`config.mk`:
```
export PLATFORM = sky130hd
export DESIGN_NAME = tjw_cfg
export DESIGN_NICKNAME = d
export VERILOG_FILES = /design/src/sv/tjw_pkg.sv /design/src/sv/tjw_cfg.sv
export SDC_FILE = /design/constraint.sdc
export NUM_CORES = 1
export LEC_CHECK = 0
export BUFFER_PORTS_ARGS = -buffer_cell sky130_fd_sc_hd__buf_4
export CAP_MARGIN = 20
export CORE_MARGIN = 1.5
export CORE_UTILIZATION = 51
export CTS_BUF_LIST = sky130_fd_sc_hd__clkbuf_2 sky130_fd_sc_hd__clkbuf_4 sky130_fd_sc_hd__clkbuf_8
export DETAILED_ROUTE_END_ITERATION = 7
export PLACE_DENSITY = 0.84
export SETUP_SLACK_MARGIN = 0.1
export SYNTH_ARGS = -nofsm -noshare
export SYNTH_HDL_FRONTEND = slang
export SYNTH_SLANG_ARGS = --single-unit
```
`constraint.sdc`:
```
create_clock -name clk -period 0.8 [get_ports clk]
set_input_delay 0.12 -clock clk [delete_from_list [all_inputs] [get_ports clk]]
set_output_delay 0.12 -clock clk [all_outputs]
set_load 0.01 [all_outputs]
```
`src/sv/tjw_pkg.sv`:
```
// shared types and codes for the transfer job watchdog
// used by the interfaces and every module of the block
package tjw_pkg;

    localparam int TimeW   = 32;
    localparam int LimitW  = 16;
    localparam int AddrW   = 7;
    localparam int CfgIdxW = 2;

    // command codes
    localparam logic [1:0] FUNC_TICK    = 2'd0;
    localparam logic [1:0] FUNC_BACKUP  = 2'd1;
    localparam logic [1:0] FUNC_RESTORE = 2'd2;
    localparam logic [1:0] FUNC_CLEAR   = 2'd3;

    // error codes
    localparam logic [1:0] ERR_NONE         = 2'd0;
    localparam logic [1:0] ERR_SEND_TIMEOUT = 2'd1;
    localparam logic [1:0] ERR_NO_RESPONSE  = 2'd2;

    // configuration register indexes
    localparam logic [CfgIdxW-1:0] CFG_SEND_TIMEOUT     = 2'd0;
    localparam logic [CfgIdxW-1:0] CFG_RESPONSE_TIMEOUT = 2'd1;
    localparam logic [CfgIdxW-1:0] CFG_QUIET_WINDOW     = 2'd2;
    localparam logic [CfgIdxW-1:0] CFG_HARD_CAP         = 2'd3;

    typedef struct packed {
        logic [1:0]       func;
        logic [TimeW-1:0] now_ms;
        logic [AddrW-1:0] module_address;
        logic [AddrW-1:0] card_address;
        logic             gate_open;
        logic             send_ok;
        logic [TimeW-1:0] activity_count;
    } cmd_t;

    typedef struct packed {
        logic [2:0]       job_state;
        logic [1:0]       error_code;
        logic             start_status;
        logic             send_strobe;
        logic             send_is_restore;
        logic [AddrW-1:0] send_module;
        logic [AddrW-1:0] send_card;
    } res_t;

    typedef struct packed {
        logic [LimitW-1:0] send_timeout;
        logic [LimitW-1:0] response_timeout;
        logic [LimitW-1:0] quiet_window;
        logic [LimitW-1:0] hard_cap;
    } cfg_t;

endpackage

```
`src/sv/tjw_cfg.sv`:
```
// timeout and window limit registers of the transfer job watchdog
// depends on tjw_pkg
module tjw_cfg
    import tjw_pkg::*;
(
    input  logic               clk,
    input  logic               rst_n,
    input  logic               cfg_we,
    input  logic [CfgIdxW-1:0] cfg_index,
    input  logic [LimitW-1:0]  cfg_wdata,
    output cfg_t               cfg
);

    cfg_t cfg_reg;
    cfg_t cfg_next;

    always_comb
    begin
        cfg_next = cfg_reg;
        if (cfg_we)
        begin
            unique case (cfg_index)
                CFG_SEND_TIMEOUT:     cfg_next.send_timeout     = cfg_wdata;
                CFG_RESPONSE_TIMEOUT: cfg_next.response_timeout = cfg_wdata;
                CFG_QUIET_WINDOW:     cfg_next.quiet_window     = cfg_wdata;
                CFG_HARD_CAP:         cfg_next.hard_cap         = cfg_wdata;
            endcase
        end
    end

    always_ff @(posedge clk or negedge rst_n)
    begin
        if (!rst_n)
        begin
            cfg_reg.send_timeout     <= 16'd1000;
            cfg_reg.response_timeout <= 16'd2000;
            cfg_reg.quiet_window     <= 16'd500;
            cfg_reg.hard_cap         <= 16'd30000;
        end
        else
        begin
            cfg_reg <= cfg_next;
        end
    end

    assign cfg = cfg_reg;

endmodule

```
==> summary.md, run 1 <==
| Metric | Value |
|---|---|
| Count of different cell masters after synthesis | `10` |
| Status | `did not finish` |
| Post-synth net total | `~160` |
| Yosys warns | `0` |
| Initial core utilization | `0.546` |
| Dpl ws | `-0.365 ns` |
| Post-Place Cells | `281` |
| Gate Count Post-Synth | `136` |
| Failed at | `global routing` |
| Root Buffer | `clkbuf_8` |
| CTS max path bufs | `2` |
| Die X | `72.2 um` |
| Synthesized area per cell | `18.0 um2` |
| Num ports | `85` |
| Buffers added on ports | `84` |
| Yosys reg bits | `64` |
| H-tree Lvls | `3` |
| RePlAce Congestion | `0.773` |
| Die span in y | `a little over 70 um` |
| Final HPWL DP | `about 4 mm` |
| TritonCTS sink count | `64` |
| Site Rows | `24` |
| CTS buffer count | `9` |
| Largest net degree at the start of global routing | `65` |
| Err | `[ERROR DPL-0038] Utilization greater than 100%, impossible to legalize` |
| Worst EP Category | `primary output` |
| Seq/Total Area, Yosys | `0.669` |
| Cell Area, Synth | `2440 um2` |
| GR repair worst EP | `cfg[4]` |
[repair_timing]
action,4_1_cts
gates cloned,1
pin swaps,1
buffers inserted,24
endpoints found under the hold margin,39
hold buffers,1
endpoints found under the setup margin,128
gates resized for setup,100
[stage by stage]
step,TNS [ns],area (um2),util
after floorplan,-5.16,2610,-
after global placement,-16.45,3450,0.772
after detailed placement,-18.04,3450,0.772
after CTS,-17.48,4270,0.954
[Yosys cell counts]
master	count	area, um2
nor3b_4	1	18.8
dfrtp_1	39	976
buf_4	1	7.51
clkbuf_8	1	13.8
buf_2	1	5.00
mux2_2	64	721
nand3_2	1	10.0
dfstp_2	25	657
buf_6	1	11.3
nand3b_2	2	22.5
[logic make-up after synthesis]
family | count (synthesis) | synth area share
AND/OR/NAND/NOR | 4 | 0.0210
multiplexers | 64 | 0.295
buffers and inverters | 4 | 0.0154
flip-flops | 64 | 0.669
==> run 2: changes to the inputs <==
CORE_UTILIZATION = 40   (was 51)
CTS_BUF_LIST = unset   (was sky130_fd_sc_hd__clkbuf_2 sky130_fd_sc_hd__clkbuf_4 sky130_fd_sc_hd__clkbuf_8)
PLACE_DENSITY = unset   (was 0.84)
PLACE_DENSITY_LB_ADDON = 0.15   (was unset)
SETUP_SLACK_MARGIN = unset   (was 0.1)
==> run 2 against run 1 <==
Effect of this change:
- the flow now finishes, with violations (negative setup slack)
- synthesized cell count unchanged
- area after synthesis unchanged
==> summary.md, run 2 <==
| Metric | Value |
|---|---|
| Max-cap violations | `0` |
| Post-synth net total | `157 (unchanged)` |
| Top-count cell post-synth | `mux2_2` |
| Site Rows | `28 (+17%)` |
| RePlAce Congestion | `0.737 (-4.7%)` |
| Drt first pass iters | `2` |
| Final WL | `5.71 mm` |
| Drt drc | `0` |
| Fmax | `0.902 GHz` |
| Worst vdd ir | `approximately 1.5 mV` |
| Worst path slowest cell | `dfstp_2` |
| Final HPWL DP | `3.93 mm (-1.6%)` |
| Seq/Total Area, Yosys | `0.669 (unchanged)` |
| Primary FF master, synth | `dfrtp_1` |
| Worst Setup End Kind | `primary output` |
| Global-route wire length before repair | `9.00 mm` |
| H-tree Lvls | `3 (unchanged)` |
| WP data arrival | `between 0.9 and 1 ns` |
| CP top delay family | `flip-flops` |
| Synth top area share | `0.400 (unchanged)` |
| Vias in the first global route | `1729` |
| Synthesized area per cell | `18.0 um2 (unchanged)` |
| WL/cell | `17.1 um` |
| Final Cycle Share | `1.39` |
| Crit-path cells | `buf_6` |
| CP max FO | `2` |
| Initial core utilization | `0.413 (-0.133)` |
| Status | `finished with violations` |
| Ant diodes | `0` |
| CTS max path bufs | `2 (unchanged)` |
| Tmin final | `roughly 1.1 ns` |
| DIE AREA | `6580 um2` |
| Grt ovf | `0` |
| Detailed-route vias per instance | `roughly 4.8` |
| Cell Area, Synth | `2440 um2 (unchanged)` |
| TritonCTS sink count | `64 (unchanged)` |
| Antenna violations before repair | `0` |
| Largest cells by area after synthesis | `dfrtp_1 (40%), mux2_2 (30%), dfstp_2 (27%), nand3b_2 (0.92%), nor3b_4 (0.77%)` |
| Relative slew margins | `0.791` |
| Hold crit path type | `primary input to flop` |
| Final Hold Vio Count | `0` |
| Die span in y | `81.1 um (+12%)` |
| DRT iter0 DRCs | `61` |
| Worst-Margin Slew | `0.313 ns` |
| Setup violators final | `87` |
| CP peak stage delay | `approximately 0.56 ns` |
| Worst skew pair latency | `0.34 ns` |
| Clock tree from TritonCTS | `done` |
| Critical path type | `flop to primary output` |
| Count of different cell masters after synthesis | `10 (unchanged)` |
| Largest net degree at the start of global routing | `36` |
| Max reg flops | `64` |
| Root Buffer | `clkbuf_8` |
| Fin. max-slew vios | `0` |
| Area Growth Syn to Fin | `65.4%` |
| Post-synth EDFFs | `0 (unchanged)` |
| ANT nets after route | `0` |
| WP data required | `0.68 ns` |
| Buf/Inv on CP | `1` |
| Nets | `276` |
| Clk slew on worst S/H paths | `0.07 ns` |
| Unrepaired setup endpoints after global routing | `yes` |
| CP startpoint kind | `flop` |
| Total Power | `~9.9 mW` |
| Core area | `5920 um2` |
| CTS buffer count | `9 (unchanged)` |
| Fraction of registers with async set/reset | `1.00 (unchanged)` |
| Failing checks | `negative setup slack` |
| Share of layout cells above drive strength 1 | `0.838` |
| Yosys warns | `0 (unchanged)` |
| Register-to-register setup slack | `-0.10 ns` |
| Post-route setup slack | `-0.309 ns` |
| Most common cell after layout, fill and taps aside | `buf_6` |
| Num ports | `85 (unchanged)` |
| Die X | `81.1 um (+12%)` |
| Yosys reg bits | `64 (unchanged)` |
| Gate Count Post-Synth | `136 (unchanged)` |
| Clk_skew | `0 ns` |
| Commonest non-fill, non-tap cells in the layout | `buf_6 (75), dfrtp_1 (39), mux2_2 (38)` |
| Pwr dens | `2460 nW/um2` |
| Buffers added on ports | `84 (unchanged)` |
| Total track usage | `0.194` |
| Post-synth top cells | `mux2_2 (64), dfrtp_1 (39), dfstp_2 (25), nand3b_2 (2)` |
| Static leakage | `1.91 nW` |
| Yosys top cell by area | `dfrtp_1` |
| Setup TNS | `-15.60 ns` |
| Via Count | `1607` |
[run 2: final timing paths]
kind / cells after the start / from / end
min in group asynchronous: 3 / rst_n / cfg[16]
max reg2reg: 2 / cfg[63] / cfg[63]
min reg2reg: 1 / cfg[19] / cfg[19]
max in group asynchronous: 3 / rst_n / cfg[55]
min: 2 / cfg_wdata[4] / cfg[52]
max: 1 / cfg[55] / cfg[55]
[run 2: layout make-up]
| type | instances | area (um2) |
|---|---|---|
| Tap cell | 75 | 93.8 |
| Fill cell | 405 | 1880 |
| Clock buffer | 12 | 145 |
| Sequential cell | 64 | 1630 |
| Clock inverter | 4 | 22.5 |
| Multi-Input combinational cell | 68 | 895 |
| Timing Repair Buffer | 112 | 1250 |
[run 2: power by group]
part / switching (mW) / internal, mW
logic: 0.982 / 2.09
clock network: 1.15 / 1.19
registers: 0.491 / 4.04
[run 2: timing repair]
| action | CTS | global route |
|---|---|---|
| cloned | 0 | 1 |
| setup endpoints to repair | 64 | 86 |
| gates resized for setup | 68 | 24 |
| hold endpoints to repair | 64 | 0 |
| pin swaps | 0 | 1 |
| setup buffers | 13 | 1 |
| hold buffers | 1 | 0 |
[run 2: logic make-up (layout without fill, tap and decap cells)]
group,count (synthesis),count (layout),synth area share
AND/OR/NAND/NOR,4,4,0.0210
flip-flops,64,64,0.669
buffers and inverters,4,128,0.0154
multiplexers,64,64,0.295
[run 2: stage by stage]
| stage | cells | setup slack (ns) | utilization | area (um2) | hold WS (ns) |
|---|---|---|---|---|---|
| final | 335 | -0.309 | 0.682 | 4040 | 0.0377 |
| after global routing | 335 | -0.340 | 0.682 | 4040 | 0.0274 |
| after CTS | 333 | -0.319 | 0.661 | 3920 | 0.0195 |
| after detailed placement | 303 | -0.358 | 0.572 | 3390 | 0.0967 |
| after global placement | 303 | -0.324 | 0.572 | 3390 | 0.0893 |
| after floorplan | 136 | -0.267 | - | 2520 | -0.176 |
[run 2: per-layer routing]
layer  vias up  wire [um]  part of all wire  global-route usage
met3        16        291             0.051              0.0449
li1        727          -                 -                   -
met1       804       2400              0.42               0.239
met4         0        158             0.028               0.116
met5         -          0                 0                   0
met2        60       2870              0.50               0.309
(Power assumes the default switching activity.)
