## config.mk

```make
export PLATFORM = sky130hd
export DESIGN_NAME = tjw_in_stage
export DESIGN_NICKNAME = d
export VERILOG_FILES = /design/src/sv/tjw_pkg.sv /design/src/sv/tjw_in_stage.sv
export SDC_FILE = /design/constraint.sdc
export NUM_CORES = 1
export LEC_CHECK = 0
export BUFFER_PORTS_ARGS = -buffer_cell sky130_fd_sc_hd__buf_2
export CORE_MARGIN = 3
export CORE_UTILIZATION = 37
export DETAILED_ROUTE_END_ITERATION = 10
export GPL_TIMING_DRIVEN = 0
export PLACE_DENSITY = 0.86
export SETUP_SLACK_MARGIN = 0.15
export SYNTH_ARGS = -nofsm -noshare
export SYNTH_HDL_FRONTEND = slang
export SYNTH_SLANG_ARGS = --single-unit
```

## constraint.sdc

```tcl
create_clock -name clk -period 1.4 [get_ports clk]
set_input_delay 0.07 -clock clk [delete_from_list [all_inputs] [get_ports clk]]
set_output_delay 0.07 -clock clk [all_outputs]
set_load 0.01 [all_outputs]
```

## src/sv/tjw_pkg.sv

```systemverilog
// shared types and codes for the transfer job watchdog
// used by the interfaces and every module of the block
package tjw_pkg;

    localparam int TimeW   = 32;
    localparam int LimitW  = 16;
    localparam int AddrW   = 7;
    localparam int CfgIdxW = 2;

    // command codes
    localparam logic [1:0] FUNC_TICK    = 2'd0;
    localparam logic [1:0] FUNC_BACKUP  = 2'd1;
    localparam logic [1:0] FUNC_RESTORE = 2'd2;
    localparam logic [1:0] FUNC_CLEAR   = 2'd3;

    // error codes
    localparam logic [1:0] ERR_NONE         = 2'd0;
    localparam logic [1:0] ERR_SEND_TIMEOUT = 2'd1;
    localparam logic [1:0] ERR_NO_RESPONSE  = 2'd2;

    // configuration register indexes
    localparam logic [CfgIdxW-1:0] CFG_SEND_TIMEOUT     = 2'd0;
    localparam logic [CfgIdxW-1:0] CFG_RESPONSE_TIMEOUT = 2'd1;
    localparam logic [CfgIdxW-1:0] CFG_QUIET_WINDOW     = 2'd2;
    localparam logic [CfgIdxW-1:0] CFG_HARD_CAP         = 2'd3;

    typedef struct packed {
        logic [1:0]       func;
        logic [TimeW-1:0] now_ms;
        logic [AddrW-1:0] module_address;
        logic [AddrW-1:0] card_address;
        logic             gate_open;
        logic             send_ok;
        logic [TimeW-1:0] activity_count;
    } cmd_t;

    typedef struct packed {
        logic [2:0]       job_state;
        logic [1:0]       error_code;
        logic             start_status;
        logic             send_strobe;
        logic             send_is_restore;
        logic [AddrW-1:0] send_module;
        logic [AddrW-1:0] send_card;
    } res_t;

    typedef struct packed {
        logic [LimitW-1:0] send_timeout;
        logic [LimitW-1:0] response_timeout;
        logic [LimitW-1:0] quiet_window;
        logic [LimitW-1:0] hard_cap;
    } cfg_t;

endpackage

```

## src/sv/tjw_in_stage.sv

```systemverilog
// input register of the transfer job watchdog: holds one accepted command
// depends on tjw_pkg
module tjw_in_stage
    import tjw_pkg::*;
(
    input  logic clk,
    input  logic rst_n,
    input  logic in_valid,
    output logic in_ready,
    input  cmd_t in_item,
    input  logic take,
    output logic item_valid,
    output cmd_t item
);

    logic valid_reg;
    logic valid_next;
    cmd_t item_reg;
    logic accept;

    assign in_ready = !valid_reg || take;
    assign accept   = in_valid && in_ready;

    always_comb
    begin
        valid_next = valid_reg;
        if (accept)
            valid_next = 1'b1;
        else if (take)
            valid_next = 1'b0;
    end

    always_ff @(posedge clk or negedge rst_n)
    begin
        if (!rst_n)
            valid_reg <= 1'b0;
        else
            valid_reg <= valid_next;
    end

    always_ff @(posedge clk)
    begin
        if (accept)
            item_reg <= in_item;
    end

    assign item_valid = valid_reg;
    assign item       = item_reg;

endmodule

```

# After elaboration in Yosys (flattened, before gate mapping)
# Cells that the tools add are included.
# totals
reg_bits	83
inputBits	86
out_inout_bits	84
elab_cells	14
# classes
muxes	2
reduce_logical	4
# ops
operator	n
$mux W1	2
$reduce_bool A2 Y1	1
$logic_and A1 B1 Y1	1
$logic_not A1 Y1	1
$logic_or A1 B1 Y1	1

# Logic depth before layout (Yosys ltp)
# Gate-level depths: netlist (run 1).
# logic_depth
ltp_word	4
depth_mapped	2

# Worst setup path after synthesis (run 1)
# No wires, ideal clock.
# synth_timing
path_type	register to register
startpoint	register valid_reg (netlist: item_valid)
endpoint	register item_reg (netlist bit item[0]), enable pin
setup_time_ns	0.383
t_arrival_ns	1.197
slack_ns	-0.180
stages_incl_launch_ff	3
path_buffers	0
synth_period_minus_slack_ns	1.580
path_cell_list	dfrtp_1 -> nand2b_4 -> and2_4
# synth_between
elab_chain_len	3
# synth_rtl
element	line_no	source
start, declared	tjw_in_stage.sv:16	logic valid_reg;
start signal, assigned	tjw_in_stage.sv:38	valid_reg <= valid_next;
$logic_not A1 Y1	tjw_in_stage.sv:21	assign in_ready = !valid_reg || take;
$logic_or A1 B1 Y1	tjw_in_stage.sv:21	
net in_ready	tjw_in_stage.sv:9	output logic in_ready,
$logic_and A1 B1 Y1	tjw_in_stage.sv:22	assign accept = in_valid && in_ready;
net accept	tjw_in_stage.sv:19	logic accept;
end signal, assigned	tjw_in_stage.sv:44	item_reg <= in_item;
end, declared	tjw_in_stage.sv:18	cmd_t item_reg;
# The timed path passes the listed nets, and every way through them passes these cells.
# A chain may end at the register's enable or synchronous reset.

# Final worst setup path (run 1)
# layout_timing
startpoint	register valid_reg (netlist: item_valid)
endpoint	register item_reg (netlist bit item[35]), enable pin
# layout_between
elab_chain_len	3
# layout_rtl
element	line_no
$logic_not A1 Y1	tjw_in_stage.sv:21
$logic_or A1 B1 Y1	tjw_in_stage.sv:21
$logic_and A1 B1 Y1	tjw_in_stage.sv:22
# No other way between the ends.

==> impl_metrics.csv, run 1 <==
group,metric,value,unit
grt,grt_overflow,0,
clocking,cts_tree,"built",
drt,route.detailed.drc,0,
place,buffer_ports.inserted,169,
sta,setup_viol,0,
synth,ys_warn_count,0,
sta,maxClockFrequency,836,MHz
drt,detail_route.wl_per_cell,16.9,µm
worst_setup_path,timing_endpoint_of_the_critical_path,"item[35]",
clocking,cts_num_sinks,83,
floorplanning,initial_core_util,39.0,%
drt,finalWirelength,7.35,mm
clocking,numCtsBuffers,9,
clocking,clkTransAtPathRegs,0.08,ns
synth,synth_area_per_cell,29.3,µm²
floorplanning,core_region_area,6460,µm²
drt,uppermost_layer_routed,"met4",
synth,top_cell_type_by_total_area_after_synthesis,"edfxtp_1",
clocking,worstSkewPairLatency,0.34,ns
worst_setup_path,type_of_the_worst_setup_path,"register to register",
grt,grt_usage,18.5,%
clocking,clk_path_buf_depth,2,
synth,async_set_reset_flop_share_out_of_synthesis,1.20,%
synth,synth_largest_type_area_fraction,97.9,%
clocking,cts_htree_levels,3,
sta,unrepaired_setup_endpoints_after_global_routing,"yes",
floorplanning,die-area,7830,µm²
worst_setup_path,arrival_time_at_the_worst_endpoint,1.22,ns
grt,number_of_global_route_vias_before_repair,2030,
sta,finalCriticalPeriod,1.20,ns
worst_setup_path,worst_r2r_endpoint,"item[35]",
synth,seq_total_area_yosys,98.9,%
synth,ys_seq_elements,83,
final_layout,n_fill_cell,438,
worst_setup_path,worst-path-max-fanout,21,
drt,met2WireLength,3.89,mm
grt,grt_max_degree,42,
drt,vias_per_cell,4.40,
final_layout,area_delta_synth_final,80.5,%
synth,yosysMostFrequentCell,"edfxtp_1",
grt,grt_antenna_before_repair,0,
worst_setup_path,reg2reg_depth,2,
power,leakage,1.94,nW
synth,syn_nets,172,
sta,fin_crit_sh,85.4,%
synth,syn_area,2520,µm²
floorplanning,die_w,88.5,µm
power,power-per-cell-area,1170,nW/µm²
sta,finalMaxSlewViolations,0,
place,post_dp_cell_area,3460,µm²
worst_setup_path,worst_r2r_startpoint,"item_valid",
drt,ant_nets,0,
run,drv_cap,0,
clocking,clock_tree.root_cell,"clkbuf_8",
floorplanning,num_rows,29,
worst_setup_path,type_of_destination_of_the_critical_path,"register",
sta,tightestPinTransition,0.301,ns
sta,finalHoldViolCount,0,
worst_setup_path,crit_path_launch,"item_valid",
synth,syn_inst,86,
worst_setup_path,r2r_setup_slack,0.20,ns
synth,post_synth_num_cell_types,5,
power,finalPower,5.31,mW
synth,synthTopCellsByCount,"82 x edfxtp_1, 1 x and2_4, 1 x dfrtp_1, 1 x nand2b_1, 1 x nand2b_4",
sta,worst_slew_margin_rel,79.9,%
final_layout,antenna-diode-count,0,
drt,drt_iter0_markers,69,
final_layout,final_nets,440,
sta,finalHoldWorstSlack,0.0563,ns
sta,clock_skew,0.00641,ns
drt,wirelength_met1,2.74,mm
clocking,post_cts.repair.setup_buffers,0,
place,place.gp.congestion,0.705,
final_layout,post_route_cells_drive_above_1_share,52.2,%
status,status,"finished, final reports clean",
grt,grt_pass1_wl,10.4,mm
synth,synth-main-ff-cell,"edfxtp_1",
synth,count_of_flip_flops_with_a_built_in_enable_after_synthesis,82,
floorplanning,die_height,88.5,µm
drt,detailed_router_iteration_count_before_antenna_repair,4,
floorplanning,num_io_pins,170,
power,vdd_ir_drop_max,0.743,mV
synth,ys_top_cells_by_area,"edfxtp_1 98%, dfrtp_1 0.99%, nand2b_4 0.55%",
worst_setup_path,cp.required,1.42,ns
final_layout,largest_register_ffs,82,
drt,met3_length,652,µm
worst_setup_path,cp-start-kind,"register",
final_layout,final_area,4540,µm²
drt,route.vias.total,1912,
worst_hold_path,hold_path_class,"input pin to register",
==> logic make-up after synthesis <==
kind of cell	Yosys count	share of synthesized area [%]
DFF	83	98.9
and+or+nand+nor	3	1.14
==> final cells by class <==
| cell class | count | area [µm²] | area share [%] |
|---|---|---|---|
| Clock inverter | 5 | 78.8 | 1.74 |
| Tap cell | 77 | 96.3 | 2.12 |
| Multi-Input combinational cell | 6 | 55.1 | 1.21 |
| Sequential cell | 83 | 2490 | 54.8 |
| Clock buffer | 10 | 128 | 2.81 |
| Timing Repair Buffer | 254 | 1700 | 37.4 |
==> per-layer routing <==
layer | up-vias | GRT usage (%)
met5 | - | 0
met3 | 7 | 6.98
met4 | 0 | 7.83
met1 | 916 | 20.9
li1 | 883 | -
met2 | 106 | 31.3
==> stage by stage <==
step	TNS (ns)	instances	utilization, %	setup slack, ns
2_1_floorplan	-14.50	86	-	-0.177
3_5_place_dp	-26.17	332	53.5	-0.326
4_1_cts	0	433	70.1	0.0105
5_1_grt	0	435	70.3	0.144
3_3_place_gp	-21.20	332	53.5	-0.263
6_report	0	435	70.3	0.204
==> worst max-delay path, cell delays in order, from the launching register on <==
cell and delay, ns:
dfrtp_1 0.41, nand2b_4 0.12, and2_4 0.34
==> report_power, final <==
| group | switching, mW | leakage (nW) | internal [mW] |
|---|---|---|---|
| Sequential | 0.0350 | 0.792 | 2.89 |
| Clock | 0.798 | 0.0960 | 0.989 |
| Combinational | 0.263 | 1.05 | 0.334 |
==> what timing repair did <==
action                                 CTS  global route
setup endpoints to repair               82            82
pin swaps                                2             0
resized for setup                        1             2
endpoints found under the hold margin   84             0
hold buffers                            85             0
gates cloned                             1             2
==> worst min path at each step <==
stage               depth (start not counted)   from    endpoint
floorplan                                   0  rst_n  item_valid
global placement                            1  rst_n  item_valid
detailed placement                          1  rst_n  item_valid
CTS                                         3   take  item_valid
global route                                3   take  item_valid
finish                                      3   take  item_valid
==> cell usage in the layout (no fill, tap or decap) <==
cell,instances
clkinv_1,1
buf_2,169
nand2b_4,1
and2_4,4
edfxtp_1,82
clkinvlp_4,2
clkbuf_8,9
dlygate4sd3_1,85
clkbuf_1,1
nand2b_1,1
bufinv_16,2
dfrtp_1,1
No activity file was read; power rests on OpenSTA's default activity.
==> run 2: changes to the inputs <==
- ABC_AREA: default -> 1
==> impl_metrics.csv, run 2 <==
group,metric,value,unit
synth,yosysMostFrequentCell,"edfxtp_1",
floorplanning,num_io_pins,170,
final_layout,final_nets,446,
clocking,clock_tree.root_cell,"clkbuf_8",
worst_setup_path,critical_path.slowest_cell,"dfrtp_2",
sta,finalHoldViolCount,0,
grt,grt_pass1_wl,10.7,mm
drt,ant_nets,0,
sta,tightestPinTransition,0.134,ns
drt,met2WireLength,3.83,mm
drt,detailed_router_iteration_count_before_antenna_repair,4,
final_layout,largest_register_ffs,82,
clocking,clk_path_buf_depth,2,
clocking,cts_htree_levels,3,
drt,route.vias.total,1926,
final_layout,mostFrequentLayoutCells,"169 x buf_2, 84 x dlygate4sd3_1, 82 x edfxtp_1",
floorplanning,initial_core_util,38.8,%
clocking,numCtsBuffers,9,
synth,ys_top_cells_by_area,"edfxtp_1 98%, dfrtp_1 1.0%, inv_1 0.30%",
sta,postLayoutSetupSlackWorst,0.147,ns
clocking,cts_num_sinks,83,
synth,count_of_flip_flops_with_a_built_in_enable_after_synthesis,82,
floorplanning,num_rows,29,
synth,ys_warn_count,0,
final_layout,post_route_cells_drive_above_1_share,52.9,%
place,place.gp.congestion,0.656,
power,vdd_ir_drop_max,0.890,mV
synth,synthTopCellsByCount,"82 x edfxtp_1, 2 x inv_1, 2 x nand2_1, 1 x a21oi_1, 1 x dfrtp_1",
synth,async_set_reset_flop_share_out_of_synthesis,1.20,%
worst_setup_path,crit_path_cell_trace,"a21oi_4 -> buf_12 -> clkbuf_16",
synth,top_cell_type_by_total_area_after_synthesis,"edfxtp_1",
drt,finalWirelength,7.37,mm
worst_setup_path,worstPathBufferInverterCount,2,
synth,syn_inst,88,
grt,grt_max_degree,34,
power,leakage,2.00,nW
sta,finalMaxSlewViolations,0,
worst_setup_path,cp.required,1.45,ns
drt,wirelength_met1,2.71,mm
status,status,"finished, final reports clean",
worst_setup_path,type_of_destination_of_the_critical_path,"register",
grt,number_of_global_route_vias_before_repair,2083,
drt,uppermost_layer_routed,"met4",
sta,unrepaired_setup_endpoints_after_global_routing,"yes",
sta,maxClockFrequency,798,MHz
drt,route.detailed.drc,0,
drt,met3_length,654,µm
synth,post_synth_num_cell_types,5,
drt,detail_route.wl_per_cell,16.7,µm
floorplanning,die_w,88.3,µm
final_layout,area_delta_synth_final,85.7,%
worst_setup_path,worst-path-max-fanout,16,
worst_setup_path,cp-start-kind,"register",
sta,clock_skew,0.0121,ns
run,drv_cap,0,
grt,grt_antenna_before_repair,0,
floorplanning,core_region_area,6460,µm²
synth,seq_total_area_yosys,99.2,%
drt,drt_iter0_markers,87,
grt,grt_usage,19.1,%
clocking,clkTransAtPathRegs,0.08,ns
worst_setup_path,arrival_time_at_the_worst_endpoint,1.31,ns
worst_setup_path,type_of_the_worst_setup_path,"register to register",
synth,ys_seq_elements,83,
sta,fin_crit_sh,89.5,%
floorplanning,die_height,88.3,µm
sta,finalCriticalPeriod,1.25,ns
place,buffer_ports.inserted,169,
sta,setup_viol,0,
synth,synth_largest_type_area_fraction,98.2,%
synth,syn_nets,174,
worst_hold_path,hold_path_class,"input pin to asynchronous set/reset pin",
place,dpl.hpwl,4.28,mm
synth,synth_area_per_cell,28.5,µm²
drt,vias_per_cell,4.36,
place,dp_worst_setup_slack,-0.216,ns
worst_setup_path,delay_of_the_slowest_cell_on_the_worst_path,0.44,ns
clocking,cts_tree,"built",
grt,grt_overflow,0,
clocking,worstSkewPairLatency,0.34,ns
worst_setup_path,cpLargestDelayFamily,"flip-flops",
floorplanning,die-area,7800,µm²
power,power-per-cell-area,1160,nW/µm²
synth,syn_area,2510,µm²
final_layout,final_core_util,72.1,%
final_layout,most_common_library_cell_in_the_layout_ignoring_fill_and_taps,"buf_2",
final_layout,antenna-diode-count,0,
sta,worst_slew_margin_rel,91.1,%
synth,synth-main-ff-cell,"edfxtp_1",
## run 2: cell types whose count changed in the layout (fill, tap and decap cells not counted), sizes merged, moves of 2 or more
cell | before | now
clkbuf | 10 | 13
buf | 169 | 175
nand2 | 0 | 2
inv | 0 | 2
and2 | 4 | 0
nand2b | 2 | 0
## run 2: cell families after synthesis
kind of cell,synth area share [%]
flops,99.2
simple gates,0.300
buf+inv,0.300
compound gates,0.199
## run 2: where the power goes
| part | total [mW] | switching (mW) | internal (mW) |
|---|---|---|---|
| Clock | 1.81 | 0.807 | 1.00 |
| Sequential | 2.93 | 0.0350 | 2.89 |
| Combinational | 0.644 | 0.272 | 0.372 |
## run 2: area by class of cell
type	instances	area, µm²
clock buffers	11	131
clock inverters	5	77.6
fillers	397	1800
inverters	2	7.51
multi-input cells	3	23.8
flip-flops and latches	83	2490
well taps	77	96.3
repair buffers	261	1830
## run 2: timing repair
item / CTS / global route
hold endpoints to repair: 84 / 0
pin swaps: 1 / 1
resized for setup: 0 / 2
cloned: 0 / 2
hold buffers: 84 / 0
buffers inserted: 3 / 1
setup endpoints to repair: 82 / 75
## run 2: routing by layer
metal  up-vias  global-route usage (%)
li1        895                       -
met1       902                    21.1
met2       115                    32.7
met3        14                    7.17
met4         0                    8.79
met5         -                       0
## run 2: final timing paths
check	from	endpoint	slack, ns	cells after the start
min in group clk	take	item_valid	0.08	4
max in group asynchronous	rst_n	item_valid	1.29	2
hold reg to reg	item_valid	item_valid	0.61	2
setup reg to reg	item_valid	item[27]	0.15	3
setup / recovery	item_valid	item[27]	0.15	3
hold / removal	rst_n	item_valid	0.02	2
## run 2: metrics by stage
step / std cells / cell area [µm²] / total power [mW] / hold WS, ns / TNS [ns]
after floorplan: 88 / 2520 / 3.12 / -0.226 / -69.54
after CTS: 439 / 4570 / 5.37 / 0.00432 / 0
final: 442 / 4660 / 5.38 / 0.0151 / 0
after global routing: 442 / 4660 / 5.59 / 0.0207 / 0
after global placement: 334 / 3460 / 3.36 / -0.155 / -96.77
after detailed placement: 336 / 3500 / 3.39 / -0.154 / -13.60
==> run 3: changes to the inputs <==
--- a/constraint.sdc
+++ b/constraint.sdc
@@ -3,2 +3,2 @@
 set_output_delay 0.07 -clock clk [all_outputs]
-set_load 0.01 [all_outputs]
+set_load 0.1 [all_outputs]
==> impl_metrics.csv, run 3 (same netlist as run 2, synthesis figures left out) <==
group,metric,value,unit
floorplanning,initial_core_util,38.8,%
final_layout,antenna-diode-count,0,
final_layout,area_delta_synth_final,88.4,%
drt,finalWirelength,7.40,mm
worst_setup_path,delay_of_the_slowest_cell_on_the_worst_path,0.51,ns
status,status,"finished, final reports clean",
floorplanning,num_rows,29,
worst_setup_path,arrival_time_at_the_worst_endpoint,1.34,ns
place,place.gp.congestion,0.674,
power,power_frac_clock,28.5,%
sta,clock_skew,0.00714,ns
final_layout,largest_register_ffs,82,
drt,route.vias.total,1943,
drt,vias_per_cell,4.38,
worst_setup_path,type_of_destination_of_the_critical_path,"register",
sta,finalMaxSlewViolations,0,
floorplanning,core_region_area,6460,µm²
sta,finalHoldWorstSlack,0.0679,ns
drt,detail_route.wl_per_cell,16.7,µm
grt,grt_overflow,0,
clocking,cts_num_sinks,83,
power,power.net_switching,2.00,mW
worst_setup_path,cpLargestDelayFamily,"flip-flops",
clocking,cts_htree_levels,3,
power,power-per-cell-area,1330,nW/µm²
drt,ant_nets,0,
drt,route.detailed.drc,0,
clocking,cts_tree,"built",
power,finalPower,6.27,mW
worst_setup_path,critical_path.slowest_cell,"dfrtp_4",
grt,grt_usage,19.7,%
floorplanning,num_io_pins,170,
run,drv_cap,0,
power,power_report.internal_total,4.27,mW
power,switching_share,31.8,%
clocking,clock_tree.root_cell,"clkbuf_8",
worst_setup_path,type_of_the_worst_setup_path,"register to register",
floorplanning,die-area,7800,µm²
place,dp_worst_setup_slack,-0.175,ns
sta,finalHoldViolCount,0,
power,pwr-share-seq,46.7,%
power,vdd_ir_drop_max,0.783,mV
power,pwr-share-comb,24.8,%
final_layout,mostFrequentLayoutCells,"165 x buf_2, 84 x dlygate4sd3_1, 82 x edfxtp_1",
grt,grt_max_degree,19,
sta,finalSetupTns,0,ns
sta,finalCriticalPeriod,1.29,ns
final_layout,final_nets,448,
sta,postLayoutSetupSlackWorst,0.110,ns
final_layout,most_common_library_cell_in_the_layout_ignoring_fill_and_taps,"buf_2",
worst_setup_path,worst-path-max-fanout,9,
floorplanning,die_w,88.3,µm
grt,grt_pass1_wl,10.9,mm
sta,maxClockFrequency,775,MHz
clocking,worstSkewPairLatency,0.33,ns
clocking,clkTransAtPathRegs,0.08,ns
worst_hold_path,hold_path_class,"input pin to asynchronous set/reset pin",
worst_setup_path,crit_path_cell_trace,"a21oi_4 -> buf_6 -> clkbuf_16",
worst_setup_path,cp-start-kind,"register",
power,leakage,2.03,nW
sta,setup_viol,0,
sta,worst_slew_margin_rel,64.9,%
sta,tightestPinTransition,0.531,ns
sta,unrepaired_setup_endpoints_after_global_routing,"yes",
final_layout,post_route_cells_drive_above_1_share,53.1,%
grt,grt_antenna_before_repair,0,
sta,fin_crit_sh,92.1,%
clocking,clk_path_buf_depth,2,
place,dpl.hpwl,4.25,mm
worst_setup_path,worstPathBufferInverterCount,2,
place,buffer_ports.inserted,169,
drt,drt_iter0_markers,69,
worst_setup_path,cp.required,1.45,ns
clocking,numCtsBuffers,9,
grt,number_of_global_route_vias_before_repair,2102,
floorplanning,die_height,88.3,µm
drt,detailed_router_iteration_count_before_antenna_repair,4,
==> run 3: changes by cell type in the layout (fill, tap and decap cells not counted), moves of 2 or more <==
cell	previous run	this run
clkinv_1	0	2
buf_4	2	0
buf_2	169	165
buf_6	1	4
clkbuf_1	2	0
clkbuf_4	0	3
==> run 3: worst reg2reg max path, stage by stage (launching register included) <==
cell,delay (ns)
dfrtp_4,0.51
a21oi_4,0.16
buf_6,0.17
clkbuf_16,0.17
==> run 3: per-layer routing <==
metal | up-vias | global-route usage, % | part of all wire [%] | wire length [µm]
met3 | 6 | 7.91 | 7.5 | 555
met1 | 924 | 21.5 | 38 | 2820
li1 | 901 | - | - | -
met5 | - | 0 | 0 | 0
met4 | 0 | 6.04 | 0.95 | 70
met2 | 112 | 35.1 | 53 | 3960
==> run 3: stage by stage <==
step / utilization [%] / cell area (µm²) / std cells
floorplan: - / 2520 / 88
global placement: 53.6 / 3460 / 334
detailed placement: 54.3 / 3500 / 336
CTS: 72.1 / 4660 / 442
global route: 73.1 / 4720 / 444
finish: 73.1 / 4720 / 444
==> run 3: timing repair <==
action                                 in CTS  in global routing
pin swaps                                   1                  1
endpoints found under the hold margin      84                  0
hold buffers                               84                  0
cloned                                      2                  2
resized for setup                           7                  6
setup endpoints to repair                  84                 86
setup buffers                               4                  0
==> run 3: area by class of cell <==
type | instances | area (µm²)
Tap cell | 77 | 96.3
Clock inverter | 7 | 82.6
Clock buffer | 9 | 124
Sequential cell | 83 | 2490
Multi-Input combinational cell | 3 | 23.8
Inverter | 2 | 7.51
Fill cell | 392 | 1730
Timing Repair Buffer | 263 | 1900
==> run 3: final timing paths <==
path,startpoint,endpoint,slack (ns),cells after the start
worst max-delay path,item_valid,item[17],0.11,3
worst max register to register,item_valid,item[17],0.11,3
worst min-delay path,rst_n,item_valid,0.07,2
worst min register to register,item_valid,item_valid,0.69,2
max in group asynchronous,rst_n,item_valid,1.22,2
min in group clk,take,item_valid,0.13,4
==> run 3: power by group through the flow <==
stage / Sequential (mW) / Combinational [mW] / Clock [mW]
global placement: 2.99 / 1.26 / 0
global route: 2.94 / 1.61 / 1.94
floorplan: 3.94 / 0.0652 / 0
CTS: 2.93 / 1.52 / 1.82
finish: 2.93 / 1.56 / 1.78
detailed placement: 2.98 / 1.29 / 0
