File: src/sv/tjw_pkg.sv
// shared types and codes for the transfer job watchdog
// used by the interfaces and every module of the block
package tjw_pkg;

    localparam int TimeW   = 32;
    localparam int LimitW  = 16;
    localparam int AddrW   = 7;
    localparam int CfgIdxW = 2;

    // command codes
    localparam logic [1:0] FUNC_TICK    = 2'd0;
    localparam logic [1:0] FUNC_BACKUP  = 2'd1;
    localparam logic [1:0] FUNC_RESTORE = 2'd2;
    localparam logic [1:0] FUNC_CLEAR   = 2'd3;

    // error codes
    localparam logic [1:0] ERR_NONE         = 2'd0;
    localparam logic [1:0] ERR_SEND_TIMEOUT = 2'd1;
    localparam logic [1:0] ERR_NO_RESPONSE  = 2'd2;

    // configuration register indexes
    localparam logic [CfgIdxW-1:0] CFG_SEND_TIMEOUT     = 2'd0;
    localparam logic [CfgIdxW-1:0] CFG_RESPONSE_TIMEOUT = 2'd1;
    localparam logic [CfgIdxW-1:0] CFG_QUIET_WINDOW     = 2'd2;
    localparam logic [CfgIdxW-1:0] CFG_HARD_CAP         = 2'd3;

    typedef struct packed {
        logic [1:0]       func;
        logic [TimeW-1:0] now_ms;
        logic [AddrW-1:0] module_address;
        logic [AddrW-1:0] card_address;
        logic             gate_open;
        logic             send_ok;
        logic [TimeW-1:0] activity_count;
    } cmd_t;

    typedef struct packed {
        logic [2:0]       job_state;
        logic [1:0]       error_code;
        logic             start_status;
        logic             send_strobe;
        logic             send_is_restore;
        logic [AddrW-1:0] send_module;
        logic [AddrW-1:0] send_card;
    } res_t;

    typedef struct packed {
        logic [LimitW-1:0] send_timeout;
        logic [LimitW-1:0] response_timeout;
        logic [LimitW-1:0] quiet_window;
        logic [LimitW-1:0] hard_cap;
    } cfg_t;

endpackage

File: src/sv/tjw_fsm.sv
// job state machine and result register of the transfer job watchdog
// depends on tjw_pkg
module tjw_fsm
    import tjw_pkg::*;
(
    input  logic clk,
    input  logic rst_n,
    input  cfg_t cfg,
    input  logic item_valid,
    input  cmd_t item,
    output logic take,
    output logic res_valid,
    input  logic res_ready,
    output res_t res
);

    typedef enum logic [2:0] {
        ST_IDLE     = 3'd0,
        ST_SENDING  = 3'd1,
        ST_WAITING  = 3'd2,
        ST_TRANSFER = 3'd3,
        ST_DONE     = 3'd4,
        ST_FAILED   = 3'd5
    } state_t;

    state_t           state_reg,      state_next;
    logic [1:0]       error_reg,      error_next;
    logic [AddrW-1:0] module_reg,     module_next;
    logic [AddrW-1:0] card_reg,       card_next;
    logic             restore_reg,    restore_next;
    logic [TimeW-1:0] job_start_reg,  job_start_next;
    logic [TimeW-1:0] phase_start_reg, phase_start_next;
    logic [TimeW-1:0] act_base_reg,   act_base_next;
    logic [TimeW-1:0] act_last_reg,   act_last_next;
    logic [TimeW-1:0] change_reg,     change_next;
    logic             status_reg,     status_next;
    logic             strobe_reg,     strobe_next;
    logic             valid_reg,      valid_next;

    logic             busy;
    logic [TimeW-1:0] job_elapsed;
    logic [TimeW-1:0] phase_elapsed;
    logic [TimeW-1:0] change_base;
    logic [TimeW-1:0] quiet_elapsed;

    assign take = item_valid && (!valid_reg || res_ready);
    assign busy = (state_reg == ST_SENDING) || (state_reg == ST_WAITING) ||
                  (state_reg == ST_TRANSFER);

    // all elapsed times wrap modulo 2^32
    assign job_elapsed   = item.now_ms - job_start_reg;
    assign phase_elapsed = item.now_ms - phase_start_reg;
    assign change_base   = (item.activity_count != act_last_reg) ? item.now_ms : change_reg;
    assign quiet_elapsed = item.now_ms - change_base;

    always_comb
    begin
        state_next       = state_reg;
        error_next       = error_reg;
        module_next      = module_reg;
        card_next        = card_reg;
        restore_next     = restore_reg;
        job_start_next   = job_start_reg;
        phase_start_next = phase_start_reg;
        act_base_next    = act_base_reg;
        act_last_next    = act_last_reg;
        change_next      = change_reg;
        status_next      = 1'b0;
        strobe_next      = 1'b0;

        unique case (item.func)
            FUNC_TICK:
            begin
                unique case (state_reg)
                    ST_SENDING:
                    begin
                        if (job_elapsed > {16'd0, cfg.send_timeout})
                        begin
                            state_next = ST_FAILED;
                            error_next = ERR_SEND_TIMEOUT;
                        end
                        else if (item.gate_open && item.send_ok)
                        begin
                            act_base_next    = item.activity_count;
                            act_last_next    = item.activity_count;
                            phase_start_next = item.now_ms;
                            state_next       = ST_WAITING;
                            strobe_next      = 1'b1;
                        end
                    end
                    ST_WAITING:
                    begin
                        if (item.activity_count != act_base_reg)
                        begin
                            act_last_next = item.activity_count;
                            change_next   = item.now_ms;
                            state_next    = ST_TRANSFER;
                        end
                        else if (phase_elapsed > {16'd0, cfg.response_timeout})
                        begin
                            state_next = ST_FAILED;
                            error_next = ERR_NO_RESPONSE;
                        end
                    end
                    ST_TRANSFER:
                    begin
                        act_last_next = item.activity_count;
                        change_next   = change_base;
                        // quiet window first, then the cap since job start
                        if (quiet_elapsed > {16'd0, cfg.quiet_window})
                            state_next = ST_DONE;
                        else if (job_elapsed > {16'd0, cfg.hard_cap})
                            state_next = ST_DONE;
                    end
                    default:
                    begin
                        state_next = state_reg;
                    end
                endcase
            end
            FUNC_CLEAR:
            begin
                if ((state_reg == ST_DONE) || (state_reg == ST_FAILED))
                    state_next = ST_IDLE;
            end
            FUNC_BACKUP, FUNC_RESTORE:
            begin
                if (busy)
                begin
                    status_next = 1'b1;
                end
                else
                begin
                    module_next      = item.module_address;
                    card_next        = item.card_address;
                    restore_next     = (item.func == FUNC_RESTORE);
                    error_next       = ERR_NONE;
                    job_start_next   = item.now_ms;
                    phase_start_next = item.now_ms;
                    state_next       = ST_SENDING;
                end
            end
        endcase
    end

    always_comb
    begin
        valid_next = valid_reg;
        if (take)
            valid_next = 1'b1;
        else if (res_ready)
            valid_next = 1'b0;
    end

    always_ff @(posedge clk or negedge rst_n)
    begin
        if (!rst_n)
        begin
            state_reg       <= ST_IDLE;
            error_reg       <= ERR_NONE;
            module_reg      <= '0;
            card_reg        <= '0;
            restore_reg     <= 1'b0;
            job_start_reg   <= '0;
            phase_start_reg <= '0;
            act_base_reg    <= '0;
            act_last_reg    <= '0;
            change_reg      <= '0;
            status_reg      <= 1'b0;
            strobe_reg      <= 1'b0;
            valid_reg       <= 1'b0;
        end
        else
        begin
            valid_reg <= valid_next;
            if (take)
            begin
                state_reg       <= state_next;
                error_reg       <= error_next;
                module_reg      <= module_next;
                card_reg        <= card_next;
                restore_reg     <= restore_next;
                job_start_reg   <= job_start_next;
                phase_start_reg <= phase_start_next;
                act_base_reg    <= act_base_next;
                act_last_reg    <= act_last_next;
                change_reg      <= change_next;
                status_reg      <= status_next;
                strobe_reg      <= strobe_next;
            end
        end
    end

    assign res_valid           = valid_reg;
    assign res.job_state       = state_reg;
    assign res.error_code      = error_reg;
    assign res.start_status    = status_reg;
    assign res.send_strobe     = strobe_reg;
    assign res.send_is_restore = restore_reg;
    assign res.send_module     = module_reg;
    assign res.send_card       = card_reg;

`ifndef ASSERT_OFF
    a_strobe_enters_waiting: assert property (@(posedge clk) disable iff (!rst_n)
        strobe_reg |-> (state_reg == ST_WAITING))
        else $error("send strobe without entering waiting");

    a_refuse_when_busy: assert property (@(posedge clk) disable iff (!rst_n)
        take && busy && ((item.func == FUNC_BACKUP) || (item.func == FUNC_RESTORE))
        |=> status_reg && $stable(state_reg))
        else $error("start while busy not refused");

    a_failed_has_error: assert property (@(posedge clk) disable iff (!rst_n)
        (state_reg == ST_FAILED) |-> (error_reg != ERR_NONE))
        else $error("failed state without error code");

    a_state_holds_on_stall: assert property (@(posedge clk) disable iff (!rst_n)
        !take |=> $stable(state_reg) && $stable(status_reg) && $stable(strobe_reg))
        else $error("result changed without a transfer");
`endif

endmodule

File: config.mk
export PLATFORM = sky130hd
export DESIGN_NAME = tjw_fsm
export DESIGN_NICKNAME = d
export VERILOG_FILES = /design/src/sv/tjw_pkg.sv /design/src/sv/tjw_fsm.sv
export SDC_FILE = /design/constraint.sdc
export NUM_CORES = 1
export LEC_CHECK = 0
export BUFFER_PORTS_ARGS = -buffer_cell sky130_fd_sc_hd__buf_4
export CORE_MARGIN = 5
export CORE_UTILIZATION = 54
export CTS_CLUSTER_SIZE = 8
export DETAILED_ROUTE_END_ITERATION = 12
export PLACE_DENSITY = 0.74
export SLEW_MARGIN = 5
export SYNTH_ARGS = -nofsm -noshare
export SYNTH_HDL_FRONTEND = slang
export SYNTH_SLANG_ARGS = --single-unit
File: constraint.sdc
create_clock -name clk -period 5.79 [get_ports clk]
set_clock_uncertainty 0.15 [all_clocks]
set_input_delay 0.2895 -clock clk [delete_from_list [all_inputs] [get_ports clk]]
set_output_delay 0.2895 -clock clk [all_outputs]
set_load 0.1 [all_outputs]
# Word level (Yosys, flattened, before mapping)
# Cells that the tools add are included.
[totals]
reg_bits = 183
input_bits = 150
output_inout_bits = 24
wordCells = 104
[op_classes]
addsub = 3
order_cmp = 4
eq_ne = 26
mux = 36
bitwise = 2
reduce_logical = 20
[op_table]
columns = ["op", "n"]
rows = [
  ["$mux 32", 9],
  ["$gt 32x16->1", 4],
  ["$pmux 32 s2", 2],
  ["$pmux 32 s3", 1],
  ["$sub 32x32->32", 3],
  ["$ne 32x32->1", 2],
  ["$mux 3", 8],
  ["$pmux 3 s3", 2],
  ["$ne 4x4->1 const B", 4],
  ["$reduce_and 7->1", 2],
  ["$ne 2x2->1 const B", 6],
  ["$ne 3x3->1 const B", 4],
  ["$reduce_and 6->1", 2],
  ["$mux 1", 8],
  ["$mux 2", 4],
  ["$pmux 2 s2", 2],
  ["$eq 3x2->1 const B", 2],
  ["$eq 3x3->1 const B", 2],
  ["$reduce_bool 2->1", 3],
  ["$reduce_and 5->1", 1],
  ["$eq 2x2->1 const B", 2],
  ["$logic_or 1x1->1", 4],
  ["$ne 2x1->1 const B", 2],
  ["$reduce_and 4->1", 1],
  ["9 further kinds", 11],
]

# Longest topological paths before layout
# Gate-level depths: netlist of the first run.
[depth]
ltp_word = 7
ltp_mapped = 32
mapped_depth_nobuf = 30

# Least setup slack after synthesis of the first run
# Ideal clock, no wire load.
[synth_timing]
path_type = "reg2reg"
start = "reg act_last_reg[15]"
end = "reg state_reg[0]"
setup_time_ns = 0.124
t_arrival_ns = 5.869
t_required_ns = 5.516
slack_ns = -0.353
path_stages_with_launch = 30
path_buffers = 2
period_less_slack_ns = 6.143
cell_sequence = "dfrtp_1 -> xnor2_1 -> nand4_1 -> nor4_2 -> and2_1 -> buf_4 -> clkbuf_1 -> o21ai_0 -> ha_1 -> inv_1 -> ha_1 -> nor3_1 -> o311ai_0 -> nand3_1 -> a221oi_1 -> nor2_1 -> xnor2_1 -> ha_1 -> nand4_1 -> nor2_1 -> nor2b_1 -> o21ai_0 -> o2111ai_1 -> a311o_1 -> nor4_1 -> o2111ai_1 -> or4_1 -> nand2b_2 -> nor4b_1 -> a211o_1"
[synth_between]
elab_chain_cells = 7
elab_cells_between_ends = 9
classes_between = "add/sub (1); order compare (1); eq/ne (2); mux (4); reduce/logical (1)"
[synth_rtl]
columns = ["item", "line_no", "text"]
rows = [
  ["from (decl)", "tjw_fsm.sv:34", "logic [TimeW-1:0] act_last_reg, act_last_next;"],
  ["from (signal assigned)", "tjw_fsm.sv:186", "act_last_reg <= act_last_next;"],
  ["$ne 32x32->1 (*)", "tjw_fsm.sv:53", "assign change_base = (item.activity_count != act_last_reg) ? item.now_ms : change_reg;"],
  ["$mux 32 (*)", "tjw_fsm.sv:53", ""],
  ["$sub 32x32->32 (*)", "tjw_fsm.sv:54", "assign quiet_elapsed = item.now_ms - change_base;"],
  ["$gt 32x16->1 (*)", "tjw_fsm.sv:110", "if (quiet_elapsed > {16'd0, cfg.quiet_window})"],
  ["$mux 3", "tjw_fsm.sv:110", ""],
  ["$pmux 3 s3", "tjw_fsm.sv:74", "unique case (state_reg)"],
  ["$pmux 3 s3", "tjw_fsm.sv:71", "unique case (item.func)"],
  ["to (signal assigned)", "tjw_fsm.sv:178", "state_reg <= state_next;"],
  ["to (decl)", "tjw_fsm.sv:26", "state_t state_reg, state_next;"],
]
# Every way passes the cells marked *; elsewhere a longest branch is shown, timed or not.
# A chain may end at the register's enable or synchronous reset.

# Final worst setup path of the first run
[layout_timing]
start = "reg act_last_reg[28]"
end = "reg state_reg[0]"
# Same word-level chain as after synthesis.

==> results by group, run 1 <==
Routing
  – First-pass DRT Iterations: 6
  – Via count: 14600
  – 1st-iter DRT viols: 868
  – ANT nets after route: 0
  – Post-detailed-routing wire length: about 45000 um
  – DR WL met3: 2947 um
  – Max layer used: met4
  – WL met2: 21800 um
  – Vias per inst: 5.955
  – Avg WL per Cell: around 18 um
  – DRC viols: 0
  – Metal-1 WL: 19370 um

Synth
  – Avg Cell Area, Syn: 9.040 um2
  – Post-synthesis simple-gate area fraction: 0.1447
  – Synth top area share: 0.2869
  – YS warnings: 0
  – Synth area leader: dfrtp_1
  – Post-synth EDFFs: 0
  – Post-Synth XOR/XNOR Area: 0.06638
  – Area contributors post-synth: dfrtp_1, ha_1, mux2_1, xnor2_1, mux2_2
  – Library cells used by synthesis: 93
  – Seq/Total Area, Yosys: 0.2869
  – Adder-Cell Fraction of Synth Area: 0.1260
  – Compound-gate portion of the synthesized area: 0.1851
  – Syn_nets: 2069
  – Largest family of logic cells by synthesized area: compound AO/OA/AOI/OAI gates
  – Post-synth design cell area: 15960 um2
  – Ys flop type: dfrtp_1
  – Post-synthesis async set-or-reset flop share: 1.000
  – Post-synthesis mux area share: 0.1354
  – Syn Inst Count: 1766
  – Flops & latches, synth: 183

Floorplan
  – Die height: 181.9 um
  – Starting Density: 0.5430
  – Core Area: around 30000 um2
  – Die Area: 33100 um2
  – Chip Width: 181.9 um
  – IO Count: 174
  – Number of placement rows: 63

Outcome
  – Status: finished, violations left
  – Failing checks: negative setup slack

Placement
  – Dpl hpwl: ~36000 um
  – Placed cell count: 2389
  – GPL Wtd Cong: around 0.93
  – PortBufs: 173

Worst setup path
  – Slowest CP cell: or4_4
  – Reg2Reg Launch Point: act_last_reg[28]$_DFFE_PN0P_
  – Startpoint Class: register
  – FF-to-FF path depth: 30
  – Reg2Reg Setup Slack: -0.22 ns
  – Worst EP arrival: 6.19 ns
  – Worst setup EP type: register
  – Worst EP required: slightly below 6 ns
  – Largest stage delay on the critical path: 0.53 ns
  – RR Endpoint: state_reg[0]$_DFFE_PN0P_
  – CP Max Fanout: 4
  – Crit Path Class: register to register

Final layout
  – Post-route insts no fill: 2451
  – Proportion of layout cells with a drive suffix above 1: 0.2208
  – Layout Area Growth over Synthesis: 22.40%
  – Final net count: 2351
  – Fillcell total: ~2400
  – Antenna Cells: 0

Global route
  – Antenna violations before repair: 0
  – First-pass GRT wire length: 73650 um
  – Largest net degree at the start of global routing: just under 80
  – Total congestion overflow: 0
  – Vias in the first global route: 14730
  – GRT Overall Usage: 0.2701

Worst hold path
  – Hold Path Depth: 2
  – Hold_sp: item[62]
  – Hold endpoint: phase_start_reg[14]$_DFFE_PN0P_
  – Hold crit path type: input pin to register

Clocking
  – CTS tree: done
  – Clk_lat worst skew: 0.45 ns
  – CTS Buffer Depth: 2
  – Total CTS buffers: 17
  – CTS root buffer: clkbuf_16
  – Max H-tree Level: 4
  – Clock transition at path regs: 0.08 ns
  – Clock sink count: ~180

Timing
  – Period utilization: 1.038
  – Worst Max-Slew Pin Slew: 0.7772 ns
  – # setup viols final: 3
  – Final Hold Vio Count: 0
  – Hold slack: 0.01557 ns
  – Rel. slew slack: 0.4753
  – Tmin final: 6.008 ns
  – Peak Freq: 166.5 MHz
  – RSZ-0062 raised after global routing: yes
  – Fin worst setup slack: -0.2177 ns
  – Final TNS setup: -0.5915 ns
  – Final Max Tran Viols: 0

Power
  – Power Total: slightly below 8 mW
  – Leak: 9.597 nW
  – Peak VDD IR: 0.0003059 V
  – Pwr dens: slightly below 400 nW/um2

Run
  – Max_cap viols: 0
## per-layer routing
| metal | vias to the layer above | track usage |
|---|---|---|
| met5 | - | 0 |
| met2 | 470 | 0.4704 |
| met4 | 0 | 0.07565 |
| li1 | 7003 | - |
| met1 | 7036 | 0.3443 |
| met3 | 87 | 0.04928 |
## worst max path at each step
| stage | from | to | slack (ns) | cells after the start |
|---|---|---|---|---|
| 4_1_cts | act_last_reg[0]$_DFFE_PN0P_ | state_reg[0]$_DFFE_PN0P_ | -0.09 | 28 |
| 3_5_place_dp | item[28] | state_reg[0]$_DFFE_PN0P_ | -0.48 | 30 |
| 2_1_floorplan | act_last_reg[28]$_DFFE_PN0P_ | state_reg[0]$_DFFE_PN0P_ | 0.02 | 29 |
| 3_3_place_gp | item[28] | state_reg[0]$_DFFE_PN0P_ | -0.22 | 29 |
| 5_1_grt | act_last_reg[28]$_DFFE_PN0P_ | state_reg[2]$_DFFE_PN0P_ | -0.52 | 32 |
| 6_report | act_last_reg[28]$_DFFE_PN0P_ | state_reg[0]$_DFFE_PN0P_ | -0.22 | 30 |
## per-stage QoR
stage | cell area [um2] | setup slack [ns] | util
6_report | 19540 | -0.2177 | 0.6646
5_1_grt | 19540 | -0.5188 | 0.6646
4_1_cts | 19460 | -0.08734 | 0.6619
3_5_place_dp | 18490 | -0.4768 | 0.6287
2_1_floorplan | 16010 | 0.01662 | -
3_3_place_gp | 18490 | -0.2164 | 0.6287
## repair_timing
item,CTS,global route
hold buffers,23,0
gates resized for setup,18,16
pin swaps,27,25
endpoints found under the hold margin,103,0
endpoints found under the setup margin,3,5
setup buffers,5,2
## cell usage in the layout, fill, tap and decap left out, types with 23 or more instances in the layout
master	synthesis	layout
buf_4	5	294
nand4_1	48	48
nor3_1	32	31
nor2_1	89	87
mux2i_1	36	36
ha_1	151	149
mux2_2	74	74
dfrtp_1	183	183
dlygate4sd3_1	0	23
inv_1	167	167
a21o_1	45	45
xnor2_1	102	96
a21oi_1	90	88
o21ai_0	83	77
o21a_1	29	29
nand3_1	46	44
nand2_1	113	112
mux2_1	86	86
## cell usage after synthesis, types with 29 or more instances
library cell and n:
nor3_1 32, nand3_1 46, a21o_1 45, o21a_1 29
o21ai_0 83, ha_1 151, nand4_1 48, mux2_1 86
mux2_2 74, mux2i_1 36, inv_1 167, nor2_1 89
dfrtp_1 183, a21oi_1 90, clkbuf_1 40, xnor2_1 102
nand2_1 113
## where the power goes
part | internal [mW] | leakage, nW | switching, mW
Clock | 0.646 | 0.306 | 0.584
Sequential | 1.55 | 2.35 | 0.144
Combinational | 1.96 | 6.94 | 2.85
Total | 4.15 | 9.60 | 3.58
## cells by family after synthesis
family                     count (synthesis)
muxes                                    196
adders and majority gates                161
buffers and inverters                    227
AOI/OAI and AO/OA                        428
DFF                                      183
and+or+nand+nor                          450
xor gates and xnor gates                 121
## critical path, delay by kind of cell, from the launching register on
family | cells | cell delay (ns)
adders and majority gates | 3 | 0.72
xor gates and xnor gates | 2 | 0.33
AOI/OAI and AO/OA | 9 | 1.27
DFF | 1 | 0.41
and+or+nand+nor | 13 | 2.66
buffers and inverters | 3 | 0.35
## area by class of cell
cell class	instances	area (um2)	area share
multi-input combinational	1356	10690	0.5473
inverter	168	630.6	0.03227
timing repair buffer	322	2522	0.1291
clock buffer	19	452.9	0.02318
tap	390	488.0	0.02497
sequential	183	4579	0.2344
clock inverter	13	172.7	0.008837
(Power assumes the default switching activity.)
==> run 2: changes to the inputs <==
--- a/config.mk
+++ b/config.mk
@@ -6,7 +6,7 @@
 export NUM_CORES = 1
 export LEC_CHECK = 0
 export BUFFER_PORTS_ARGS = -buffer_cell sky130_fd_sc_hd__buf_4
-export CORE_MARGIN = 5
+export CAP_MARGIN = 20
 export CORE_UTILIZATION = 54
 export CTS_CLUSTER_SIZE = 8
 export DETAILED_ROUTE_END_ITERATION = 12
==> constraint.sdc (replaced) <==
create_clock -name clk -period 5.79 [get_ports clk]
set_clock_uncertainty 0.15 [all_clocks]
set_input_delay 1.158 -clock clk [delete_from_list [all_inputs] [get_ports clk]]
set_output_delay 1.158 -clock clk [all_outputs]
set_load 0.1 [all_outputs]
==> run 2 against run 1 <==
  * The run still ends with negative setup slack left
  * Largest power group unchanged
  * Non-clock buffer count up 190
  * Core utilization is 8.2 points higher
  * Sequential power about the same
  * Maximum frequency down 5.6%
  * Count of clock-buffer cells in the layout unchanged
  * Flip-flop and latch count did not move
==> results by group, run 2 (synthesis gave the netlist of run 1 again) <==
Global route
  – First-pass GRT wire length: 77660 um (was 73650 um)
  – Total congestion overflow: 0 (unchanged)
  – Largest net degree at the start of global routing: 108 (was 79)
  – GRT Overall Usage: 0.3213 (was 0.2701)
  – Vias in the first global route: 15420 (was 14730)
  – Antenna violations before repair: 0 (unchanged)

Timing
  – Peak Freq: 157.2 MHz (was 166.5 MHz)
  – Fin worst setup slack: -0.5729 ns (was -0.2177 ns)
  – Period utilization: 1.099 (was 1.038)
  – Final Hold Vio Count: 0 (unchanged)
  – Worst Max-Slew Pin Slew: 0.9483 ns (was 0.7772 ns)
  – RSZ-0062 raised after global routing: yes (unchanged)
  – Tmin final: 6.363 ns (was 6.008 ns)
  – Final Max Tran Viols: 0 (unchanged)
  – Rel. slew slack: 0.3678 (was 0.4753)
  – # setup viols final: 3 (unchanged)
  – Hold slack: 0.3334 ns (was 0.01557 ns)

Clocking
  – Clock sink count: 183 (unchanged)
  – Clock transition at path regs: 0.08 ns (about the same)
  – Max H-tree Level: 4 (unchanged)
  – CTS root buffer: clkbuf_16 (unchanged)
  – Clk_lat worst skew: 0.46 ns (was 0.45 ns)
  – CTS tree: done (unchanged)
  – CTS Buffer Depth: 2 (unchanged)
  – Total CTS buffers: 17 (unchanged)
  – Cts hold-fix bufs: 0 (was 23)

Routing
  – Post-detailed-routing wire length: 51640 um (was 45250 um)
  – Via count: 15670 (was 14600)
  – DRC viols: 0 (unchanged)
  – Vias per inst: 5.946 (was 5.955)
  – 1st-iter DRT viols: 1321 (was 868)
  – ANT nets after route: 0 (unchanged)
  – Avg WL per Cell: 19.60 um (was 18.46 um)
  – First-pass DRT Iterations: 6 (unchanged)

Final layout
  – Commonest non-fill, non-tap cells in the layout: buf_4, dfrtp_1, inv_1, ha_1, nand2_1 (unchanged)
  – Commonest non-fill, non-tap cell in the layout: buf_4 (unchanged)
  – Layout Area Growth over Synthesis: 35.03% (was 22.40%)
  – Proportion of layout cells with a drive suffix above 1: 0.3354 (was 0.2208)
  – Antenna Cells: 0 (unchanged)
  – Fillcell total: 2089 (was 2370)
  – Final net count: 2541 (was 2351)

Outcome
  – Status: finished, violations left (unchanged)
  – Failing checks: negative setup slack (unchanged)

Floorplan
  – Die Area: 30260 um2 (was 33100 um2)
  – Chip Width: 173.9 um (was 181.9 um)
  – Starting Density: 0.5532 (was 0.5430)
  – IO Count: 174 (unchanged)
  – Number of placement rows: 62 (was 63)
  – Die height: 173.9 um (was 181.9 um)
  – Core Area: 28860 um2 (was 29400 um2)

Worst setup path
  – Slowest CP cell: or4_4 (unchanged)
  – Crit Path Class: input pin to register (was register to register)
  – FF-to-FF path depth: 28 (was 30)
  – Largest stage delay on the critical path: 0.53 ns (about the same)
  – CP Max Fanout: 4 (unchanged)
  – Worst EP arrival: 6.56 ns (was 6.19 ns)
  – Worst setup EP type: register (unchanged)
  – Worst EP required: 5.98 ns (was 5.97 ns)
  – Startpoint Class: input pin (was register)

Worst hold path
  – Hold crit path type: register to register (was input pin to register)
  – Hold Path Depth: 2 (unchanged)

Power
  – Leak: 10.86 nW (was 9.597 nW)
  – Peak VDD IR: 0.0003365 V (was 0.0003059 V)
  – Pwr dens: 398.4 nW/um2 (was 395.5 nW/um2)
  – Power Total: 8.587 mW (was 7.729 mW)

Placement
  – Dpl hpwl: 37610 um (was 35770 um)
  – PortBufs: 173 (unchanged)
  – GPL Wtd Cong: 0.9400 (was 0.9298)

Run
  – Max_cap viols: 0 (unchanged)
[run 2: timing repair]
action / 4_1_cts / 5_1_grt
pin swaps: 18 / 54
resized for setup: 34 / 127
setup buffers: 9 / 10
cloned: 1 / 5
setup endpoints to repair: 101 / 67
[run 2: stage by stage]
step | TNS [ns] | area (um2) | worst slack, ns | std cells | util
finish | -1.355 | 21560 | -0.5729 | 2635 | 0.7470
global route | -8.802 | 21560 | -0.8270 | 2635 | 0.7470
CTS | -1.394 | 20830 | -0.5351 | 2621 | 0.7218
detailed placement | -70.86 | 20010 | -1.175 | 2580 | 0.6933
global placement | -56.34 | 20010 | -1.015 | 2580 | 0.6933
floorplan | -1.410 | 16030 | -0.6079 | 1766 | -
[run 2: critical path: cells and delay by family]
family	cells	cell delay [ns]
fa+ha+maj	2	0.44
compound gates	12	2.31
buf+inv	2	0.29
xor+xnor	2	0.33
simple gates	11	2.03
[run 2: report_power, final]
part	internal [mW]	total (mW)	switching [mW]
registers	1.55	1.71	0.163
logic	2.55	5.66	3.11
clock network	0.628	1.22	0.593
total	4.72	8.59	3.86
[run 2: worst paths after layout]
path / start / endpoint / slack (ns)
worst max register to register: act_last_reg[28]$_DFFE_PN0P_ / state_reg[0]$_DFFE_PN0P_ / -0.28
min in group asynchronous: rst_n / job_start_reg[25]$_DFFE_PN0P_ / 0.59
worst min-delay path: job_start_reg[7]$_DFFE_PN0P_ / job_start_reg[7]$_DFFE_PN0P_ / 0.33
max in group asynchronous: rst_n / act_base_reg[27]$_DFFE_PN0P_ / 3.88
worst min register to register: job_start_reg[7]$_DFFE_PN0P_ / job_start_reg[7]$_DFFE_PN0P_ / 0.33
worst max-delay path: item[26] / state_reg[0]$_DFFE_PN0P_ / -0.57
[run 2: layout make-up]
class | instances | area (um2) | share of cell area
clock buffers | 19 | 442.9 | 0.02055
flip-flops and latches | 183 | 4579 | 0.2124
well taps | 384 | 480.5 | 0.02229
inverters | 168 | 638.1 | 0.02960
clock inverters | 13 | 152.6 | 0.007081
multi-input cells | 1356 | 11160 | 0.5179
repair buffers | 512 | 4099 | 0.1902
[run 2: per-layer routing]
layer / global-route usage / vias to the layer above / share of wire
li1: - / 7372 / -
met1: 0.4115 / 7562 / 0.42
met2: 0.5580 / 605 / 0.49
met3: 0.04287 / 130 / 0.058
met4: 0.1053 / 0 / 0.032
met5: 0 / - / 0
